### src/rtl/ngwc_pkg.sv
// Package for the n-gram window counter: sizes, payload structs, controller
// states, command and status groups, and the bucket hash.
// Depends on nothing; every other file of the block imports it.
package ngwc_pkg;

    // Block sizing.
    localparam int ORDER      = 3;
    localparam int WORD_BITS  = 16;
    localparam int CAPACITY   = 1024;

    localparam int HIST_LEN      = ORDER - 1;
    localparam int HIST_VEC_BITS = (HIST_LEN > 0) ? HIST_LEN * WORD_BITS : 1;
    localparam int KEY_BITS      = ORDER * WORD_BITS;
    localparam int SLOT_BITS     = $clog2(CAPACITY);
    localparam int USED_BITS     = SLOT_BITS + 1;
    // The bucket index has twice as many entries as the table can hold,
    // so a probe sequence always ends at an empty bucket.
    localparam int IDX_BITS      = SLOT_BITS + 1;
    localparam int IDX_DEPTH     = 1 << IDX_BITS;

    localparam int IN_WORD_BITS  = 16;
    localparam int OUT_SLOT_BITS = 10;
    localparam int COUNT_BITS    = 32;

    localparam logic [COUNT_BITS-1:0] COUNT_MAX = '1;
    localparam logic [WORD_BITS-1:0]  PAD_WORD  = WORD_BITS'(1);

    localparam int HASH_CHUNKS   = (KEY_BITS + IDX_BITS - 1) / IDX_BITS;
    localparam int HASH_PAD_BITS = HASH_CHUNKS * IDX_BITS;

    // Input and result payloads.
    typedef struct packed {
        logic [IN_WORD_BITS-1:0] word;
        logic                    sentence_start;
    } ngwc_item_t;

    typedef struct packed {
        logic [OUT_SLOT_BITS-1:0] slot;
        logic [COUNT_BITS-1:0]    count;
        logic                     new_entry;
        logic                     table_full;
    } ngwc_result_t;

    // One bucket of the hash index: an occupied flag and the table slot.
    typedef struct packed {
        logic                 used;
        logic [SLOT_BITS-1:0] slot;
    } ngwc_bucket_t;

    // Controller states.
    typedef enum logic [2:0] {
        ST_CLEAR,
        ST_IDLE,
        ST_IDX_RD,
        ST_IDX_CHK,
        ST_KEY_RD,
        ST_KEY_CHK,
        ST_HIT,
        ST_MISS
    } ngwc_state_t;

    // Commands from the controller to the datapath.
    typedef struct packed {
        logic clear_step;
        logic load_item;
        logic take_slot;
        logic next_probe;
        logic do_hit;
        logic do_miss;
    } ngwc_cmd_t;

    // Status from the datapath to the controller.
    typedef struct packed {
        logic clear_done;
        logic idx_used;
        logic key_match;
        logic out_free;
    } ngwc_status_t;

    // History made of pad words only, oldest word in the high bits.
    function automatic logic [HIST_VEC_BITS-1:0] pad_history();
        logic [HIST_VEC_BITS-1:0] h;
        h = '0;
        for (int i = 0; i < HIST_LEN; i++) begin
            h[i*WORD_BITS +: WORD_BITS] = PAD_WORD;
        end
        return h;
    endfunction

    // Fold the key into a bucket index, each chunk rotated by its position.
    function automatic logic [IDX_BITS-1:0] key_hash(input logic [KEY_BITS-1:0] key);
        logic [HASH_PAD_BITS-1:0] padded;
        logic [IDX_BITS-1:0]      acc;
        logic [IDX_BITS-1:0]      chunk;
        padded = HASH_PAD_BITS'(key);
        acc    = '0;
        for (int i = 0; i < HASH_CHUNKS; i++) begin
            chunk = padded[i*IDX_BITS +: IDX_BITS];
            acc   = acc ^ ((chunk << (i % IDX_BITS))
                         | (chunk >> ((IDX_BITS - (i % IDX_BITS)) % IDX_BITS)));
        end
        return acc;
    endfunction

endpackage

### src/rtl/ngwc_ctrl.sv
// Controller of the n-gram window counter: the sequencer that clears the
// hash index, takes items, walks the probe chain and retires each result.
// Depends on ngwc_pkg.
module ngwc_ctrl
    import ngwc_pkg::*;
(
    input  logic         aclk,
    input  logic         aresetn,
    input  logic         s_valid,
    output logic         s_ready,
    input  ngwc_status_t status,
    output ngwc_cmd_t    cmd
);

    ngwc_state_t state_reg;
    ngwc_state_t state_next;

    // State register; reset starts the index clearing pass.
    always_ff @(posedge aclk) begin
        if (!aresetn) begin
            state_reg <= ST_CLEAR;
        end else begin
            state_reg <= state_next;
        end
    end

    // Next state and commands.
    always_comb begin
        state_next = state_reg;
        cmd        = '0;
        s_ready    = 1'b0;
        case (state_reg)
            ST_CLEAR: begin
                cmd.clear_step = 1'b1;
                if (status.clear_done) begin
                    state_next = ST_IDLE;
                end
            end
            ST_IDLE: begin
                s_ready = 1'b1;
                if (s_valid) begin
                    cmd.load_item = 1'b1;
                    state_next    = ST_IDX_RD;
                end
            end
            ST_IDX_RD: begin
                state_next = ST_IDX_CHK;
            end
            ST_IDX_CHK: begin
                // An empty bucket ends the chain: the key is not in the table.
                if (status.idx_used) begin
                    cmd.take_slot = 1'b1;
                    state_next    = ST_KEY_RD;
                end else begin
                    state_next = ST_MISS;
                end
            end
            ST_KEY_RD: begin
                state_next = ST_KEY_CHK;
            end
            ST_KEY_CHK: begin
                if (status.key_match) begin
                    state_next = ST_HIT;
                end else begin
                    cmd.next_probe = 1'b1;
                    state_next     = ST_IDX_RD;
                end
            end
            ST_HIT: begin
                if (status.out_free) begin
                    cmd.do_hit = 1'b1;
                    state_next = ST_IDLE;
                end
            end
            ST_MISS: begin
                if (status.out_free) begin
                    cmd.do_miss = 1'b1;
                    state_next  = ST_IDLE;
                end
            end
            default: begin
                state_next = ST_IDLE;
            end
        endcase
    end

endmodule

### config.mk
export PLATFORM = sky130hd
export DESIGN_NAME = ngwc_ctrl
export DESIGN_NICKNAME = d
export VERILOG_FILES = /design/src/rtl/ngwc_pkg.sv /design/src/rtl/ngwc_ctrl.sv
export SDC_FILE = /design/constraint.sdc
export NUM_CORES = 1
export LEC_CHECK = 0
export BUFFER_PORTS_ARGS = -buffer_cell sky130_fd_sc_hd__buf_2
export CAP_MARGIN = 20
export CORE_AREA = 2 2 39 41
export DETAILED_ROUTE_END_ITERATION = 10
export DIE_AREA = 0 0 41 43
export PLACE_DENSITY = 0.41
export SLEW_MARGIN = 10
export SYNTH_ARGS = -nofsm -noshare
export SYNTH_HDL_FRONTEND = slang
export SYNTH_SLANG_ARGS = --single-unit
### constraint.sdc
create_clock -name aclk -period 1.4 [get_ports aclk]
set_input_delay 0.14 -clock aclk [delete_from_list [all_inputs] [get_ports aclk]]
set_output_delay 0.14 -clock aclk [all_outputs]
set_load 0.1 [all_outputs]
After elaboration in Yosys (flattened, before gate mapping). Index checks and enable logic that the tools add are counted. W data, S select, Z words.

Multiply operators: 0. Reduce and logical (&&, ||, !) cells: 3. Add/sub/neg operators: 0. Order comparisons: 0. Bitwise logic cells: 0. Shift-type cells: 0. Muxes and demuxes: 17. Eq/ne operators: 10. Div/mod/pow operators: 0.

Operators by type and width (number): $pmux W3 S7 (1); $eq A3 B3 Y1 const B (4); $mux W3 (4); $mux W1 (11); $eq A3 B2 Y1 const B (2); $ne A2 B2 Y1 const B (2); $eq A3 B1 Y1 const B (1); $logic_not A3 Y1 (1); $reduce_and A3 Y1 (1); $mux W2 (1); $ne A2 B1 Y1 const B (1); $reduce_or A2 Y1 (1).

Bits in writable memories: 0. Memories: 0. Input port bits: 7. Latch bits: 0. Bits in read-only memories: 0. Bits in registers: 3.

Logic depth before layout (Yosys ltp). Gate-level depths: netlist of run 1.

Word-level depth: 4. Gate-level depth with buffers: 4. Mapped depth without buffers: 4.

Worst setup path after synthesis of run 1. OpenSTA, ideal clock, no wires.

Path type: flip-flop to output port. Start: register state_reg[1]. End: output cmd[1] in the netlist's numbering. Path slack: -1.736 ns. Cell stages (with the launch flop): 4. Required time: 1.260 ns. Arrival: 2.996 ns. Cell sequence: dfxtp_1 -> clkbuf_1 -> nand2_1 -> nor3b_1.

RTL lines: from (decl) (RTL line ngwc_ctrl.sv:15) `ngwc_state_t state_reg;`; from (signal assigned) (RTL line ngwc_ctrl.sv:23) `state_reg <= state_next;`; to (decl) (RTL line ngwc_ctrl.sv:12) `output ngwc_cmd_t cmd`.

==> flow_summary.yaml, run 1 <==
floorplanning:
  floorplan.initialDensity_pct: 21.4
  number_of_placement_rows: 14
  die_height_um: 43
  floorplan.die.width_um: 41
  core-area_um2: 1380
  floorplan.io_pins: 14
  dieArea_um2: 1760
clock_network:
  numCtsBuffers: 3
  cts_tree: "yes"
  cts_max_path_buffers: 2
  count_of_clock_tree_sinks: 3
  cts_htree_levels: 1
  cts.clk_slew.worst_paths_ns: 0.04
  cts.root.buffer_cell: "sky130_fd_sc_hd__clkbuf_4"
  clock_insertion_delay_worst_skew_ns: 0.23
finish:
  num_antenna_cells: 0
  post_route_cells_drive_above_1_share_pct: 69.8
  largest_register_ff_count: 3
  areaGrowthSynthToFinish_pct: 133
  num-nets-final: 72
  finish.cell_count_without_fillers: 79
power:
  p_int_uw: 387
  sequential_power_share_pct: 15.8
  static-leakage-power_uw: 0.000309
  post-layout-total-power_uw: 651
  switching_share_pct: 40.6
  worst_vdd_rail_ir_drop_mv: 0.579
  power_frac_clock_pct: 23.7
  total_switching_power_uw: 264
  power.density_cell_area_nw_per_um2: 940
  pwr-share-comb_pct: 60.5
grt:
  first_global_vias: 334
  groute.usage.overall_pct: 11.2
  grt_first_pass_wirelength_um: 1270
  grt_antenna_before_repair: 0
  grt_max_degree: 9
  grt_remaining_overflow: 0
placement:
  dp_cells: 68
  routabilityCongestion: 0.772
  place_hpwl_um: 615
  place.port_buffers: 13
  pre_cts_worst_setup_slack_ns: 0.0890
drt:
  initialDrtViolationCount: 3
  drtAntennaViolNets: 0
  route.vias.total: 380
  detail_route.vias_per_cell: 4.81
  drcViolationCount: 0
  routedWlPerCell_um: 11.2
  drtPass1Iterations: 4
  drt-total-wl_um: 881
sta:
  timing.final.crit_share_pct: 99.5
  tmin_final_ns: 1.39
  layout_setup_ws_ns: 0.00652
  report.final.slew_viol_count: 0
  finalSetupTns_ns: 0
  final_hold_viol_count: 0
  maxSlewHeadroom_pct: 83.6
  highest_clock_frequency_the_design_can_meet_mhz: 718
  final.setup_skew_ns: 0.00199
  setup_violations: 0
  grt_setup_unrepaired: "true"
  hold_slack_ns: 0.150
  tightestPinTransition_ns: 0.239
logic_synthesis:
  synth_cells: 37
  post-synth-top-area-fraction_pct: 20.3
  synth_edf_count: 0
  synthFlopType: "sky130_fd_sc_hd__dfxtp_1"
  synth-seq-cells: 3
  post_synth.cell_area_avg_um2: 8.01
  list_of_most_frequent_post_synthesis_cells: "sky130_fd_sc_hd__nand2_1 (5), sky130_fd_sc_hd__dfxtp_1 (3)"
  synth_async_sr_flop_share_pct: 0
  netlist.top_cell.by_area: "sky130_fd_sc_hd__dfxtp_1"
  synth-seq-area-share_pct: 20.3
  synth_nets: 45
  yosys_warnings: 0
  syn_area_um2: 297
  synth_top_cells_by_area: "sky130_fd_sc_hd__dfxtp_1 (20%), sky130_fd_sc_hd__nand2_1 (6.3%), sky130_fd_sc_hd__nor3b_4 (6.3%), sky130_fd_sc_hd__a21o_1 (5.1%), sky130_fd_sc_hd__nor3b_1 (5.1%)"
  synth_cell_type_count: 27
  synth_most_common_cell: "sky130_fd_sc_hd__nand2_1"
worst_hold_path:
  holdPathStages: 3
  startpoint_of_the_lowest_slack_hold_path: "aresetn"
  hold_endpoint: "state_reg[1]"
  timing.hold.worst.class: "in2reg"
critical_path:
  r2r_start: "state_reg[0]"
  worst_setup_path_end_kind: "output pin"
  cp_data_required_time_ns: 1.26
  crit_path_max_fanout: 7
  arrival_time_at_the_worst_endpoint_ns: 1.25
  path_class: "reg2out"
  critical_path.startpoint_type: "flop"
  rr_worst_depth: 4
  reg2reg_slack_ns: 0.007
  reg2reg_to: "state_reg[0]"
flow_run:
  cap_violations: 0
run_status:
  outcome: "finished, final reports clean"
==> layer usage <==
metal	global-route usage [%]	vias to the layer above	share of wire [%]
met5	0	-	0
met4	10.0	0	0
met3	3.14	0	3.1
li1	-	191	-
met2	15.6	9	51
met1	13.1	180	45
==> placed cells by master, fill, tap and decap left out, types with 2 or more instances in the layout <==
master	count
sky130_fd_sc_hd__buf_4	9
sky130_fd_sc_hd__buf_12	8
sky130_fd_sc_hd__buf_2	6
sky130_fd_sc_hd__nand2_1	3
sky130_fd_sc_hd__clkbuf_4	3
sky130_fd_sc_hd__nor3b_4	2
sky130_fd_sc_hd__nand2_4	2
sky130_fd_sc_hd__nor3_4	2
sky130_fd_sc_hd__a21o_1	2
sky130_fd_sc_hd__buf_6	2
sky130_fd_sc_hd__dfxtp_2	2
==> layout make-up <==
cell class	count	area, µm²
clock buffers	4	26.3
fillers	131	692
inverters	1	3.75
multi-input cells	30	295
flip-flops and latches	3	66.3
well taps	16	20.0
repair buffers	25	280
==> power groups by stage <==
stage	logic [µW]	clock network, µW	registers (µW)
2_1_floorplan	214	0	103
3_3_place_gp	327	0	104
3_5_place_dp	326	0	105
4_1_cts	372	166	103
5_1_grt	411	175	103
6_report	394	154	103
==> critical path, cell delays in order, from the launching register on <==
cell	delay [ns]
sky130_fd_sc_hd__dfxtp_2	0.34
sky130_fd_sc_hd__buf_12	0.11
sky130_fd_sc_hd__nor3b_4	0.22
sky130_fd_sc_hd__and2_4	0.19
sky130_fd_sc_hd__buf_12	0.16
==> logic make-up after synthesis <==
group,synth area share [%]
simple gates,39.7
compound gates,20.7
buf+inv,8.01
flops,20.3
mux,7.17
fa+ha+maj,4.22
==> worst max-delay path by stage <==
stage	slack (ns)	cells after the start	from	endpoint
detailed placement	0.09	4	state_reg[2]	state_reg[1]
finish	0.007	4	state_reg[0]	cmd[4]
global placement	0.07	4	state_reg[2]	state_reg[1]
global route	-0.04	4	state_reg[0]	cmd[4]
floorplan	-0.57	4	state_reg[2]	state_reg[0]
CTS	-0.02	4	state_reg[0]	cmd[4]
==> per-stage QoR <==
stage	area, µm²	utilization [%]
after floorplan	354	-
after global placement	558	40.3
after detailed placement	558	40.3
after CTS	656	47.4
after global routing	692	50.0
final	692	50.0
==> timing repair <==
item / 4_1_cts / 5_1_grt
setup endpoints to repair: 6 / 8
pin swaps: 4 / 6
hold buffers: 0 / 0
gates resized for setup: 9 / 4
gates cloned: 0 / 0
buffers inserted: 6 / 1
No activity file was read; power rests on OpenSTA's default activity.
==> run 2, diff against run 1 <==
--- a/config.mk
+++ b/config.mk
@@ -5,11 +5,13 @@
 export SDC_FILE = /design/constraint.sdc
 export NUM_CORES = 1
 export LEC_CHECK = 0
+export ABC_AREA = 1
 export BUFFER_PORTS_ARGS = -buffer_cell sky130_fd_sc_hd__buf_2
 export CAP_MARGIN = 20
 export CORE_AREA = 2 2 39 41
 export DETAILED_ROUTE_END_ITERATION = 10
 export DIE_AREA = 0 0 41 43
+export MAX_ROUTING_LAYER = met4
 export PLACE_DENSITY = 0.41
 export SLEW_MARGIN = 10
 export SYNTH_ARGS = -nofsm -noshare
==> flow_summary.yaml, run 2 <==
flow_run:
  cap_violations: 0
logic_synthesis:
  synth_cells: 49
  syn_area_um2: 297
  yosys_warnings: 0
  post-synth-top-area-fraction_pct: 20.3
  fraction_of_the_mapped_netlist_area_in_compound_gates_pct: 5.06
  synth_top_cells_by_area: "sky130_fd_sc_hd__dfxtp_1 (20%), sky130_fd_sc_hd__nand3_1 (14%), sky130_fd_sc_hd__nand2_1 (10%), sky130_fd_sc_hd__inv_1 (7.6%), sky130_fd_sc_hd__nor2_1 (7.6%)"
  post_synth_and_or_nand_nor_area_fraction_pct: 57.8
  largest_family_of_logic_cells_by_synthesized_area: "simple AND/OR/NAND/NOR gates"
  area_share_of_fa_ha_maj_cells_after_synthesis_pct: 4.22
  synth-seq-cells: 3
  synth_cell_type_count: 17
  synthFlopType: "sky130_fd_sc_hd__dfxtp_1"
  synth_async_sr_flop_share_pct: 0
  netlist.top_cell.by_area: "sky130_fd_sc_hd__dfxtp_1"
  synth_edf_count: 0
  synth.area.mux_share_pct: 0
  synth-seq-area-share_pct: 20.3
  post_synth.cell_area_avg_um2: 6.05
  synth-xor-area-share_pct: 0
  list_of_most_frequent_post_synthesis_cells: "sky130_fd_sc_hd__nand2_1 (8), sky130_fd_sc_hd__nand3_1 (8), sky130_fd_sc_hd__inv_1 (6), sky130_fd_sc_hd__nor2_1 (6), sky130_fd_sc_hd__dfxtp_1 (3)"
  synth_nets: 57
sta:
  hold_slack_ns: 0.161
  tightestPinTransition_ns: 0.255
  timing.final.crit_share_pct: 94.6
  highest_clock_frequency_the_design_can_meet_mhz: 755
  grt_setup_unrepaired: "false"
  final.setup_skew_ns: 0.00247
  maxSlewHeadroom_pct: 82.9
  final_hold_viol_count: 0
  report.final.slew_viol_count: 0
  setup_violations: 0
  tmin_final_ns: 1.32
finish:
  mostFrequentLayoutCells: "sky130_fd_sc_hd__nand3_1 (8), sky130_fd_sc_hd__nand2_1 (8), sky130_fd_sc_hd__buf_12 (7), sky130_fd_sc_hd__inv_1 (6), sky130_fd_sc_hd__buf_2 (6)"
  finish.cell_count_without_fillers: 83
  areaGrowthSynthToFinish_pct: 102
  largest_register_ff_count: 3
  num_antenna_cells: 0
  num-nets-final: 76
  post_route_cells_drive_above_1_share_pct: 53.7
  summed_area_of_non_filler_cells_in_the_final_layout_um2: 599
  fill_cells: 148
  final_core_util_pct: 43.3
clock_network:
  cts_max_path_buffers: 2
  cts.clk_slew.worst_paths_ns: 0.03
  cts_tree: "yes"
  cts_htree_levels: 1
  cts.root.buffer_cell: "sky130_fd_sc_hd__clkbuf_4"
  numCtsBuffers: 3
  clock_insertion_delay_worst_skew_ns: 0.23
  count_of_clock_tree_sinks: 3
drt:
  drcViolationCount: 0
  drtPass1Iterations: 2
  detail_route.vias_per_cell: 4.48
  drtAntennaViolNets: 0
  route.vias.total: 372
  drt-total-wl_um: 795
  initialDrtViolationCount: 2
  routedWlPerCell_um: 9.58
critical_path:
  path_class: "reg2out"
  cp_data_required_time_ns: 1.26
  worst_setup_path_end_kind: "output pin"
  critical_path.startpoint_type: "flop"
  crit_path_max_fanout: 7
  arrival_time_at_the_worst_endpoint_ns: 1.18
grt:
  grt_remaining_overflow: 0
  first_global_vias: 349
  grt_first_pass_wirelength_um: 1410
  grt_antenna_before_repair: 0
  grt_max_degree: 9
  groute.usage.overall_pct: 12.3
placement:
  place_hpwl_um: 672
  detailed_place.area_um2: 559
  place.port_buffers: 13
  routabilityCongestion: 0.765
  dp_cells: 78
floorplanning:
  floorplan.io_pins: 14
  number_of_placement_rows: 14
  floorplan.initialDensity_pct: 21.4
  floorplan.die.width_um: 41
  core-area_um2: 1380
  die_height_um: 43
  dieArea_um2: 1760
power:
  total_switching_power_uw: 338
  power.density_cell_area_nw_per_um2: 1150
  static-leakage-power_uw: 0.000265
  worst_vdd_rail_ir_drop_mv: 0.584
  switching_share_pct: 49.1
  power_frac_clock_pct: 21.3
  sequential_power_share_pct: 17.7
  p_int_uw: 350
  pwr-share-comb_pct: 61.1
worst_hold_path:
  timing.hold.worst.class: "in2reg"
run_status:
  outcome: "finished, final reports clean"
[run 2: path summary, 6_finish.rpt]
kind              slack [ns]            to         start  cells past startpoint
hold / removal          0.16  state_reg[2]       aresetn                      3
setup / recovery        0.08        cmd[1]  state_reg[1]                      3
setup reg to reg        0.18  state_reg[0]  state_reg[1]                      7
hold reg to reg         0.53  state_reg[1]  state_reg[1]                      2
[run 2: final cells by class]
cell class | count | area (µm²) | area share, %
clock buffer | 4 | 26.3 | 4.38
inverter | 8 | 35.0 | 5.85
multi-input combinational | 37 | 264 | 44.1
sequential | 3 | 68.8 | 11.5
tap | 16 | 20.0 | 3.34
timing repair buffer | 15 | 185 | 30.9
[run 2: per-layer routing]
metal / wire [µm] / vias up / track usage [%]
met3: 30 / 0 / 4.71
met4: 0 / 0 / 6.00
met5: 0 / - / -
met2: 396 / 9 / 17.8
li1: - / 198 / -
met1: 368 / 165 / 14.5
[run 2: timing repair]
item                       4_1_cts  5_1_grt
resized for setup                3        0
buffers inserted                 0        1
setup endpoints to repair        5        1
hold buffers                     0        0
[run 2: kinds of logic (layout without fill, tap and decap cells)]
group                      Yosys count  after routing
and+or+nand+nor                     33             33
adders and majority gates            1              1
AOI/OAI and AO/OA                    3              3
DFF                                  3              3
buffers and inverters                9             27
[run 2: power by group through the flow]
stage | combinational, µW | sequential (µW) | clock (µW)
final | 420 | 121 | 146
after global routing | 446 | 124 | 163
after floorplan | 313 | 105 | 0
after detailed placement | 418 | 124 | 0
after CTS | 420 | 124 | 155
after global placement | 416 | 123 | 0
[run 2: critical path, stage by stage (launching register included)]
cell	delay (ns)
sky130_fd_sc_hd__dfxtp_4	0.38
sky130_fd_sc_hd__inv_4	0.06
sky130_fd_sc_hd__nor4_4	0.30
sky130_fd_sc_hd__buf_12	0.21
[run 2: stage by stage]
stage / total power [µW] / setup TNS, ns / worst slack, ns
4_1_cts: 699 / 0 / 0.0350
3_3_place_gp: 540 / 0 / 0.137
2_1_floorplan: 418 / -0.571 / -0.303
5_1_grt: 733 / 0 / 0.0204
3_5_place_dp: 542 / 0 / 0.128
6_report: 688 / 0 / 0.0755
==> run 3, diff against run 2 <==
--- a/config.mk
+++ b/config.mk
@@ -6,14 +6,17 @@
 export NUM_CORES = 1
 export LEC_CHECK = 0
 export ABC_AREA = 1
-export BUFFER_PORTS_ARGS = -buffer_cell sky130_fd_sc_hd__buf_2
+export BUFFER_PORTS_ARGS = -buffer_cell sky130_fd_sc_hd__clkbuf_2
 export CAP_MARGIN = 20
+export CELL_PAD_IN_SITES_DETAIL_PLACEMENT = 0
+export CELL_PAD_IN_SITES_GLOBAL_PLACEMENT = 1
 export CORE_AREA = 2 2 39 41
 export DETAILED_ROUTE_END_ITERATION = 10
 export DIE_AREA = 0 0 41 43
 export MAX_ROUTING_LAYER = met4
-export PLACE_DENSITY = 0.41
+export PLACE_DENSITY = 0.59
 export SLEW_MARGIN = 10
 export SYNTH_ARGS = -nofsm -noshare
 export SYNTH_HDL_FRONTEND = slang
 export SYNTH_SLANG_ARGS = --single-unit
+export TNS_END_PERCENT = 1
==> flow_summary.yaml, run 3 (synthesis results as in run 2) <==
run_status:
  outcome: "finished, final reports clean"
clock_network:
  cts_max_path_buffers: 2
  count_of_clock_tree_sinks: 3
  cts_tree: "yes"
  cts.root.buffer_cell: "sky130_fd_sc_hd__clkbuf_4"
  cts_htree_levels: 1
  clock_insertion_delay_worst_skew_ns: 0.23
  cts.clk_slew.worst_paths_ns: 0.03
  numCtsBuffers: 3
critical_path:
  crit_path_max_fanout: 6
  worst_setup_path_end_kind: "output pin"
  cp_data_required_time_ns: 1.26
  arrival_time_at_the_worst_endpoint_ns: 1.18
  path_class: "reg2out"
  critical_path.startpoint_type: "flop"
floorplanning:
  core-area_um2: 1380
  floorplan.die.width_um: 41
  die_height_um: 43
  floorplan.io_pins: 14
  number_of_placement_rows: 14
  dieArea_um2: 1760
  floorplan.initialDensity_pct: 21.4
sta:
  maxSlewHeadroom_pct: 83.1
  final.setup_skew_ns: 0.00379
  final_hold_viol_count: 0
  tmin_final_ns: 1.32
  layout_setup_ws_ns: 0.0810
  setup_violations: 0
  grt_setup_unrepaired: "false"
  hold_slack_ns: 0.145
  report.final.slew_viol_count: 0
  highest_clock_frequency_the_design_can_meet_mhz: 758
  tightestPinTransition_ns: 0.252
  timing.final.crit_share_pct: 94.2
drt:
  route.vias.total: 376
  initialDrtViolationCount: 3
  drtPass1Iterations: 3
  drcViolationCount: 0
  drt-total-wl_um: 767
  drtAntennaViolNets: 0
  routedWlPerCell_um: 9.02
  detail_route.vias_per_cell: 4.42
grt:
  groute.usage.overall_pct: 12.2
  grt_remaining_overflow: 0
  grt_first_pass_wirelength_um: 1400
  grt_antenna_before_repair: 0
  first_global_vias: 355
  grt_max_degree: 11
flow_run:
  cap_violations: 0
worst_hold_path:
  timing.hold.worst.class: "in2reg"
placement:
  routabilityCongestion: 0.776
  pre_cts_worst_setup_slack_ns: 0.122
  place_hpwl_um: 623
  place.port_buffers: 13
  detailed_place.area_um2: 538
finish:
  post_route_cells_drive_above_1_share_pct: 55.1
  multi_input_comb_area_um2: 243
  summed_area_of_non_filler_cells_in_the_final_layout_um2: 593
  num_antenna_cells: 0
  seq_area_um2: 68.8
  largest_register_ff_count: 3
  num-nets-final: 78
  fill_cells: 140
  mostFrequentLayoutCells: "sky130_fd_sc_hd__nand3_1 (8), sky130_fd_sc_hd__nand2_1 (8), sky130_fd_sc_hd__buf_12 (7), sky130_fd_sc_hd__inv_1 (6), sky130_fd_sc_hd__clkbuf_2 (6)"
  areaGrowthSynthToFinish_pct: 100
power:
  static-leakage-power_uw: 0.000273
  power.density_cell_area_nw_per_um2: 1140
  worst_vdd_rail_ir_drop_mv: 0.528
  post-layout-total-power_uw: 676
run 3: cell count changes in the layout (fill, tap and decap cells not counted), sizes merged:
| cell | before | now |
|---|---|---|
| buf | 15 | 11 |
| clkbuf | 4 | 10 |
run 3: repair_timing:
action,4_1_cts,5_1_grt
setup endpoints to repair,4,4
setup buffers,0,2
resized for setup,3,4
hold buffers,0,0
hold endpoints to repair,0,0
pin swaps,0,1
run 3: per-layer routing:
layer | routed length, µm | track usage [%]
met2 | 406 | 17.5
met3 | 40 | 4.71
met4 | 0 | 6.67
met1 | 319 | 13.9
met5 | 0 | -
run 3: where the power goes:
part | leakage [µW] | internal (µW) | switching (µW) | total [µW]
Combinational | 0.000232 | 142 | 264 | 406
Clock | 0.0000150 | 107 | 42.7 | 149
Sequential | 0.0000263 | 95.5 | 24.9 | 120
Total | 0.000273 | 344 | 332 | 676
run 3: critical path, cell delays in order, from the launching register on:
cell and delay (ns):
sky130_fd_sc_hd__dfxtp_4 0.36, sky130_fd_sc_hd__buf_4 0.15, sky130_fd_sc_hd__nor3_2 0.23, sky130_fd_sc_hd__buf_12 0.21
run 3: area by class of cell:
type	instances	share of cell area, %
tap	16	3.38
clock buffer	4	4.43
sequential	3	11.6
multi-input combinational	37	40.9
timing repair buffer	17	33.8
inverter	8	5.91
run 3: final timing paths:
kind / cells after the start / slack, ns / to / startpoint
setup / recovery: 3 / 0.08 / cmd[5] / state_reg[1]
setup reg to reg: 7 / 0.12 / state_reg[0] / state_reg[1]
hold reg to reg: 2 / 0.52 / state_reg[1] / state_reg[1]
hold / removal: 3 / 0.15 / state_reg[2] / aresetn
run 3: metrics by stage:
| step | setup TNS [ns] | util (%) | instances |
|---|---|---|---|
| finish | 0 | 42.9 | 85 |
| global route | 0 | 42.9 | 85 |
| CTS | -0.0329 | 41.0 | 83 |
| detailed placement | 0 | 38.9 | 79 |
| global placement | 0 | 38.9 | 79 |
| floorplan | -1.85 | - | 49 |
